<file path="src/i2c_ras_pkg.sv">
`timescale 1ns / 1ps
// ----------------------------------------------------------------------------
// i2c_ras_pkg
// Types and codes shared by the I2C register access sequencer.
// ----------------------------------------------------------------------------
package i2c_ras_pkg;

   // event codes on the request channel
   localparam logic [1:0] ACT_START_WRITE = 2'd0;
   localparam logic [1:0] ACT_START_READ  = 2'd1;
   localparam logic [1:0] ACT_TX_READY    = 2'd2;
   localparam logic [1:0] ACT_RX_BYTE     = 2'd3;

   // bus commands on the response channel
   localparam logic [2:0] CMD_NONE          = 3'd0;
   localparam logic [2:0] CMD_START_TX      = 3'd1;
   localparam logic [2:0] CMD_SEND_BYTE     = 3'd2;
   localparam logic [2:0] CMD_RSTART_RX     = 3'd3;
   localparam logic [2:0] CMD_RSTART_RX_STP = 3'd4;
   localparam logic [2:0] CMD_STOP          = 3'd5;

   typedef enum logic [2:0] {
      PH_IDLE    = 3'd0,
      PH_REGADDR = 3'd1,
      PH_SWITCH  = 3'd2,
      PH_TXDATA  = 3'd3,
      PH_RXDATA  = 3'd4
   } phase_type;

   typedef struct packed {
      logic [1:0] action;
      logic [6:0] device_address;
      logic [7:0] register_address;
      logic [7:0] byte_count;
      logic [7:0] data_byte;
   } req_type;

   typedef struct packed {
      logic [2:0] bus_command;
      logic [7:0] send_byte;
      logic [6:0] target_address;
      logic       store_valid;
      logic [7:0] store_byte;
      logic       done_res;
   } rsp_type;

endpackage

</file>
<file path="src/i2c_ras_core.sv">
`timescale 1ns / 1ps
// ----------------------------------------------------------------------------
// i2c_ras_core
// Transaction state and the next-state / result logic. State advances on
// every fired event; the result is combinational from the held event.
// ----------------------------------------------------------------------------
module i2c_ras_core import i2c_ras_pkg::*; (
   input  logic    clock,
   input  logic    reset,
   input  logic    fire,
   input  req_type item,
   output rsp_type result
);

   phase_type  phase_ff, phase_in;
   logic [7:0] reg_offs_ff, reg_offs_in;
   logic [7:0] wr_left_ff, wr_left_in;
   logic [7:0] rd_left_ff, rd_left_in;
   logic [6:0] tgt_addr_ff, tgt_addr_in;
   logic [7:0] rd_left_dec;

   assign rd_left_dec = (rd_left_ff != 8'd0) ? rd_left_ff - 8'd1 : 8'd0;

   always_comb begin
      phase_in    = phase_ff;
      reg_offs_in = reg_offs_ff;
      wr_left_in  = wr_left_ff;
      rd_left_in  = rd_left_ff;
      tgt_addr_in = tgt_addr_ff;
      result      = '0;
      case (item.action)
         ACT_START_WRITE, ACT_START_READ: begin
            // a start while busy simply restarts
            phase_in    = PH_REGADDR;
            tgt_addr_in = item.device_address;
            reg_offs_in = item.register_address;
            wr_left_in  = (item.action == ACT_START_WRITE) ? item.byte_count : 8'd0;
            rd_left_in  = (item.action == ACT_START_READ) ? item.byte_count : 8'd0;
            result.bus_command    = CMD_START_TX;
            result.target_address = item.device_address;
         end
         ACT_TX_READY: begin
            case (phase_ff)
               PH_REGADDR: begin
                  result.bus_command = CMD_SEND_BYTE;
                  result.send_byte   = reg_offs_ff;
                  phase_in = (rd_left_ff != 8'd0) ? PH_SWITCH : PH_TXDATA;
               end
               PH_SWITCH: begin
                  result.bus_command = (rd_left_ff == 8'd1) ? CMD_RSTART_RX_STP
                                                            : CMD_RSTART_RX;
                  phase_in = PH_RXDATA;
               end
               PH_TXDATA: begin
                  if (wr_left_ff != 8'd0) begin
                     result.bus_command = CMD_SEND_BYTE;
                     result.send_byte   = item.data_byte;
                     wr_left_in         = wr_left_ff - 8'd1;
                  end else begin
                     result.bus_command = CMD_STOP;
                     result.done_res    = 1'b1;
                     phase_in           = PH_IDLE;
                  end
               end
               default: ;
            endcase
         end
         default: begin
            if (phase_ff == PH_RXDATA) begin
               if (rd_left_ff != 8'd0) begin
                  result.store_valid = 1'b1;
                  result.store_byte  = item.data_byte;
               end
               rd_left_in = rd_left_dec;
               // stop goes out as the last byte is being received
               if (rd_left_dec == 8'd1) begin
                  result.bus_command = CMD_STOP;
               end else if (rd_left_dec == 8'd0) begin
                  result.done_res = 1'b1;
                  phase_in        = PH_IDLE;
               end
            end
         end
      endcase
   end

   always_ff @(posedge clock) begin
      if (reset) begin
         phase_ff    <= PH_IDLE;
         reg_offs_ff <= 8'd0;
         wr_left_ff  <= 8'd0;
         rd_left_ff  <= 8'd0;
         tgt_addr_ff <= 7'd0;
      end else if (fire) begin
         phase_ff    <= phase_in;
         reg_offs_ff <= reg_offs_in;
         wr_left_ff  <= wr_left_in;
         rd_left_ff  <= rd_left_in;
         tgt_addr_ff <= tgt_addr_in;
      end
   end

   a_done_to_idle: assert property (@(posedge clock) disable iff (reset)
      fire && result.done_res |=> phase_ff == PH_IDLE)
      else $error("done reported but sequencer not idle");

   a_store_on_rx: assert property (@(posedge clock) disable iff (reset)
      result.store_valid |-> item.action == ACT_RX_BYTE && phase_ff == PH_RXDATA)
      else $error("store outside receive phase");

   a_start_regaddr: assert property (@(posedge clock) disable iff (reset)
      fire && (item.action == ACT_START_WRITE || item.action == ACT_START_READ)
      |=> phase_ff == PH_REGADDR && tgt_addr_ff == $past(item.device_address))
      else $error("start did not latch transaction");

   a_rx_count_down: assert property (@(posedge clock) disable iff (reset)
      fire && result.store_valid |=> rd_left_ff == $past(rd_left_ff) - 8'd1)
      else $error("read count not decremented");

endmodule

</file>
<file path="src/i2c_register_access_sequencer_top.sv">
`timescale 1ns / 1ps
// ----------------------------------------------------------------------------
// i2c_register_access_sequencer_top
// I2C master register read/write sequencer: turns start commands and bus
// events into bus commands and received-byte stores.
//
//   port group  dir  payload   transfer when
//   req_*       in   req_type  req_valid && !req_stall
//   rsp_*       out  rsp_type  rsp_valid && !rsp_stall
//
// One event per cycle sustained while the response is not stalled; a
// request passes the input register, then the response register. State
// updates as an event moves into the response register. Synchronous
// reset clears state and valids. A stalled response holds; the input
// register keeps taking events until it is full behind the stalled response.
// ----------------------------------------------------------------------------
module i2c_register_access_sequencer_top import i2c_ras_pkg::*; (
   input  logic    clock,
   input  logic    reset,
   input  logic    req_valid,
   output logic    req_stall,
   input  req_type req_data,
   output logic    rsp_valid,
   input  logic    rsp_stall,
   output rsp_type rsp_data
);

   logic    req_valid_ff;
   req_type req_data_ff;
   logic    rsp_valid_ff;
   rsp_type rsp_data_ff;
   rsp_type result;
   logic    rsp_free;
   logic    fire;

   assign rsp_free  = !rsp_valid_ff || !rsp_stall;
   assign fire      = req_valid_ff && rsp_free;
   assign req_stall = req_valid_ff && !rsp_free;

   always_ff @(posedge clock) begin
      if (reset) begin
         req_valid_ff <= 1'b0;
      end else if (!req_stall) begin
         req_valid_ff <= req_valid;
      end
   end

   always_ff @(posedge clock) begin
      if (req_valid && !req_stall) begin
         req_data_ff <= req_data;
      end
   end

   i2c_ras_core u_core (
      .clock  (clock),
      .reset  (reset),
      .fire   (fire),
      .item   (req_data_ff),
      .result (result)
   );

   always_ff @(posedge clock) begin
      if (reset) begin
         rsp_valid_ff <= 1'b0;
      end else if (rsp_free) begin
         rsp_valid_ff <= fire;
      end
   end

   always_ff @(posedge clock) begin
      if (fire) begin
         rsp_data_ff <= result;
      end
   end

   assign rsp_valid = rsp_valid_ff;
   assign rsp_data  = rsp_data_ff;

endmodule
</file>
<file path="config.mk">
export PLATFORM = sky130hd
export DESIGN_NAME = i2c_register_access_sequencer_top
export DESIGN_NICKNAME = d
export VERILOG_FILES = /design/src/i2c_ras_pkg.sv /design/src/i2c_ras_core.sv /design/src/i2c_register_access_sequencer_top.sv
export SDC_FILE = /design/constraint.sdc
export NUM_CORES = 1
export LEC_CHECK = 0
export BUFFER_PORTS_ARGS = -buffer_cell sky130_fd_sc_hd__buf_4
export CAP_MARGIN = 30
export CORE_ASPECT_RATIO = 0.8
export CORE_MARGIN = 1.5
export CORE_UTILIZATION = 30
export DETAILED_ROUTE_END_ITERATION = 16
export PLACE_DENSITY = 0.46
export SLEW_MARGIN = 20
export SYNTH_ARGS = -nofsm -noshare
export SYNTH_HDL_FRONTEND = slang
export SYNTH_HIERARCHICAL = 1
export SYNTH_SLANG_ARGS = --single-unit
</file>
<file path="constraint.sdc">
create_clock -name clock -period 6.1 [get_ports clock]
set_input_delay 0.61 -clock clock [delete_from_list [all_inputs] [get_ports clock]]
set_output_delay 0.61 -clock clock [all_outputs]
set_load 0.02 [all_outputs]
</file>
; After elaboration in Yosys (flattened, before gate mapping)
; Index checks and enable logic that the tools add are counted.
[classes]
div = 0
magnitude_cmp = 0
eq_ne = 13
reduce_logical = 23
n_addsub = 2
n_shift = 0
n_bitwise = 3
n_mul = 0
muxes = 30
[op_table]
columns = op, n
row1 = 8-bit 2-to-1 mux, 7
row2 = 8-bit case mux with 2 select lines, 3
row3 = 3-bit 2-to-1 mux, 8
row4 = 3-bit case mux with 3 select lines, 2
row5 = "8-bit by 1-bit == test with 1-bit output, second input constant", 2
row6 = 8-bit nonzero test, 2
row7 = "8-bit by 1-bit subtractor with 8-bit output, second input constant", 2
row8 = 3-bit case mux with 2 select lines, 2
row9 = 9-bit 2-to-1 mux, 1
row10 = 8-bit logical NOT, 1
row11 = "3-bit by 2-bit == test with 1-bit output, second input constant", 2
row12 = 1-bit 2-to-1 mux, 6
row13 = "3-bit != test, second input constant", 2
row14 = 6-bit AND reduction, 1
row15 = 3-bit nonzero test, 2
row16 = 5-bit OR reduction, 1
row17 = 1-bit logical NOT, 4
row18 = "4-bit != test, second input constant", 1
row19 = 4-bit AND reduction, 1
row20 = 2-bit nonzero test, 2
row21 = 4-bit OR reduction, 1
row22 = "3-bit by 1-bit == test with 1-bit output, second input constant", 1
row23 = "3-bit == test, second input constant", 1
row24 = 1-bit logical AND, 3
row25 = 11 further kinds, 13
[word_totals]
mem_count = 0
latch_bits = 0
out_inout_bits = 30
rom_bits = 0
mem_bits_rw = 0
elab_cells = 88
in_bits = 37
register_bits = 90

; Depth between registers and ports, before layout
[depth]
ltp_word = 7
depth_mapped = 8
depth_no_buf = 7

; Modules after synthesis
; Netlist, hierarchy kept.
[by_module_without_submodules]
columns = module, instances, cells_each, seq_area_each_um2, area_per_inst_um2
row1 = i2c_ras_core, 1, 268, 540.5, 1940.6
row2 = i2c_register_access_sequencer_top, 1, 71, 1871.8, 1918.1

; Worst setup path after synthesis
; OpenSTA, ideal clock, no wires.
[synth_path]
kind = input to register
start = input port rsp_stall
end = register u_core.wr_left_ff[7]
arrival_ns = 4.347
path_buffers = 3
required_ns = 6.029
slack_ns = 1.683
setup_time_ns = 0.071
cell_stages = 8
cell_sequence = a21boi_0 > buf_2 > nor2b_1 > clkbuf_1 > a31oi_2 > buf_2 > a2111o_1 > a21oi_1
[synth_via]
elab_chain_cells = 4
[synth_rtl]
columns = element, line_no
row1 = "start, declared", i2c_register_access_sequencer_top.sv:24  ; input logic rsp_stall,
row2 = 1-bit logical NOT, i2c_register_access_sequencer_top.sv:36  ; assign rsp_free = !rsp_valid_ff || !rsp_stall;
row3 = 1-bit logical OR, i2c_register_access_sequencer_top.sv:36
row4 = 1-bit logical AND, i2c_register_access_sequencer_top.sv:37  ; assign fire = req_valid_ff && rsp_free;
row5 = 4-bit AND reduction (no source line), n/a
row6 = "end signal, assigned", i2c_ras_core.sv:97  ; wr_left_ff <= wr_left_in;
row7 = "end, declared", i2c_ras_core.sv:17  ; logic [7:0] wr_left_ff, wr_left_in;
; Every way passes these cells.
; A chain may end at the register's enable or synchronous reset.

; Worst setup path after layout
[layout_path]
start = register u_core.wr_left_ff[0]
end = register u_core.wr_left_ff[0]
[layout_via]
elab_chain_cells = 4
elab_cells_between_ends = 7
cone_classes = add/sub (1) / eq/ne (1) / mux (3) / reduce/logical (2)
[layout_rtl]
columns = element, line_no
row1 = 8-bit by 1-bit subtractor with 8-bit output, i2c_ras_core.sv:58  ; wr_left_in = wr_left_ff - 8'd1;
row2 = 8-bit 2-to-1 mux, i2c_ras_core.sv:55  ; if (wr_left_ff != 8'd0) begin
row3 = 8-bit 2-to-1 mux, i2c_ras_core.sv:43  ; case (phase_ff)
row4 = 8-bit case mux with 2 select lines, i2c_ras_core.sv:31  ; case (item.action)
; Several ways; a longest one is shown, not always the timed one. The select of a mux whose other input is x is not followed.

==> results summary <==
Buffers inserted to repair hold after CTS numbered 0. For this run, the slowest stage of the critical path takes 0.76 ns. After clock tree synthesis, the repair step resized 0 gates. The number of failing hold endpoints at the final stage came to 0. The share of cells above drive strength 1 came out at 0.2444. The number of warning messages in the yosys log is 6. The path class of the tightest hold or removal check is in2reg.

The slew at the pin closest to its max-slew limit came out at 0.9333 ns. Summed over all cells, the static leakage comes to 1.771 nW. The width of the die came out at 129.8 µm. Yosys attributes the largest share of cell area to sky130_fd_sc_hd__edfxtp_1, sky130_fd_sc_hd__dfxtp_1, sky130_fd_sc_hd__a21oi_1. The max-capacitance violation count is 0. The number of unique standard cell types used by synthesis came out at 56.

In the finished design, the share of the clock period the worst path needs comes to 0.4505. The die is 104.4 µm tall. The placeable core region is 0.01234 mm². The number of global-route vias before repair came out at 2690. The peak supply drop is 0.1327 mV. The number of cells produced by synthesis came out at 339. For this configuration, the core starts out at a cell density of 0.3127. The number of buffers between clock root and the deepest sink came out at 2.

The initial antenna violation count came out at 0. The average footprint of a synthesized cell came out at 11.38 µm². STA classifies the critical path endpoint as a register. In the routed layout, each cell is associated on average with a via count of 4.731. The endpoint required time on the critical path is 6.37 ns. The HPWL after detailed placement is 6011 µm. The net total in the final layout came out at 442. The clock latency on the worst-skew pair came out at 0.34 ns.

The average wire per standard cell is 15.07 µm. The largest individual stage delay along the critical path comes from the cell sky130_fd_sc_hd__a211oi_2. The final routed DRC violation total came out at 0. The site row count came out at 36. The critical path in this run is classified as reg2reg.

The number of iterations in the first detailed-routing pass is 4. The worst setup path is launched from a register. The number of I/O pins is 67.

The overall global routing resource usage is 0.1362. The library cells used most frequently in the layout, excluding fill and tap cells, are sky130_fd_sc_hd__buf_4, sky130_fd_sc_hd__edfxtp_1, sky130_fd_sc_hd__nor2_1. The CTS buffer count came out at 9. For this design the ratio of total power to cell area is 296.4 mW/mm². The minimum clock period after layout is 2.748 ns. Summed over all layers, the global routing overflow is 0.

The number of antenna repair diodes came out at 0. In this run, the number of DRC markers left after iteration 0 of detailed routing was 147. At the end of routability-driven placement, the weighted congestion stood at 0.7438. The post-synthesis async set-or-reset flop share is 0.

Walking the worst path, the cells encountered are inv_1, ha_1, nor3b_1, a211oi_2, a31oi_2, or4_1, a21oi_1. Relative to the synthesized area, the layout overhead comes to 26.43%. Setup repair after global routing left no endpoint under its margin. The most used flip-flop cell after synthesis is sky130_fd_sc_hd__edfxtp_1. The number of clock sinks is 90.

In this run the tightest slew margin relative to its limit is 0.3730. Summed over all failing endpoints, the final setup total negative slack is 0 ns. The run finished with clean final reports.

The net count after synthesis is 381. The setup clock skew after layout came out at 0.01336 ns. The overall power is 1.446 mW. The CTS tree is done. The highest attainable clock frequency came out at 0.3639 GHz. The maximum number of pins on one net before global-route repair came out at 38. The number of flops mapped to enable cells by yosys is 61.

The final instance area came out at 0.004878 mm². The number of buffers inserted to repair setup after CTS is 0. The max-slew violation count is 0. The total vias in the final route came out at 2725. The count of nets left with antenna violations once routing finished came out at 0. The number of synthesized register bits is 90.

The data arrival time of the critical path came out at 3.02 ns. The total of fill cells in the finished design is 1253. The clock transition at the registers of the reported paths came out at 0.07 ns.

The synthesized design spends more area on one cell type than any other, namely sky130_fd_sc_hd__edfxtp_1. The library cell used most frequently in the layout, excluding fill and tap cells, is sky130_fd_sc_hd__buf_4. The H-tree depth came out at 3. The biggest fanout along the worst timing path is 16.

The wire length of the first global-routing pass came out at 14160 µm. Summing every instance area after synthesis gives 0.003859 mm². The share of synthesized area occupied by flip-flops and latches came out at 0.6252. The final number of setup-violating endpoints came out at 0. The cell sitting at the root of the clock tree is a sky130_fd_sc_hd__clkbuf_16. The share of synthesized area in the top cell type comes to 0.4747. The placed standard-cell area is 0.004544 mm². The die footprint came out at 0.01356 mm². The routed wire length is 8679 µm. The number of buffers added on ports is 66.
[synthesized netlist by cell type, drive strengths merged (4+ instances only)]
cell / count
nor2b: 12
nand2: 28
and2: 8
edfxtp: 61
ha: 5
a22oi: 12
clkbuf: 15
a211oi: 5
o21ai: 17
nand3: 4
or3: 7
and3: 4
a21oi: 28
inv: 12
nor3: 9
dfxtp: 29
buf: 5
nor2: 33
[cells by family (layout without fill, tap and decap cells)]
logic type	after synthesis	in the layout	share of synthesized area
XOR/XNOR	4	4	0.009081
multiplexers	2	2	0.005512
flip-flops	90	90	0.6252
adder cells (fa/ha/maj)	5	5	0.01621
AND/OR/NAND/NOR	120	120	0.1589
AO/OA/AOI/OAI	86	86	0.1514
buffers and inverters	32	98	0.03372
[layer usage]
layer | vias up | global-route usage | part of all wire
li1 | 1370 | - | -
met5 | - | 0 | 0
met1 | 1285 | 0.2000 | 0.53
met4 | 0 | 0.03810 | 0.0083
met3 | 6 | 0.03755 | 0.039
met2 | 64 | 0.1946 | 0.42
[final cells by class]
class,count,area (µm²),area share
inverter,12,45.04,0.009233
tap,171,214.0,0.04386
timing repair buffer,70,538.0,0.1103
clock inverter,7,108.9,0.02231
clock buffer,9,225.2,0.04617
sequential,90,2412,0.4945
multi-input combinational,217,1335,0.2737
[worst max-delay path: cells and delay by family (launching register included)]
family	cells	cell delay, ns
compound gates	3	1.33
fa+ha+maj	1	0.18
simple gates	2	0.71
flops	1	0.38
buf+inv	1	0.08
[where the power goes]
part | internal, mW | switching, mW
clock network | 0.368 | 0.247
logic | 0.0576 | 0.0737
registers | 0.680 | 0.0195
[sequential cells by signal (all words and copies together), names as in the netlist]
name	count
u_core/reg_offs_ff	8
req_valid_ff	1
rsp_valid	1
u_core/wr_left_ff	8
u_core/phase_ff	3
rsp_data	28
u_core/rd_left_ff	8
req_data_ff	33
[path summary, 6_finish.rpt]
check	start	to	slack, ns	cells after the start
hold / removal	req_data[32]	req_data_ff[32]	0.44	1
hold reg to reg	u_core/reg_offs_ff[6]	u_core/reg_offs_ff[6]	0.47	2
setup reg to reg	u_core/wr_left_ff[0]	u_core/wr_left_ff[0]	3.35	7
setup / recovery	u_core/wr_left_ff[0]	u_core/wr_left_ff[0]	3.35	7
[per-stage QoR]
step / utilization / setup WS, ns / hold WS, ns / instances
floorplan: - / 1.683 / 0.4360 / 339
global placement: 0.3666 / 3.250 / 0.4510 / 559
detailed placement: 0.3682 / 3.124 / 0.4567 / 560
CTS: 0.3953 / 3.308 / 0.4239 / 576
global route: 0.3953 / 3.093 / 0.4221 / 576
finish: 0.3953 / 3.352 / 0.4385 / 576
Note: power is estimated with default switching activity, not from simulation.
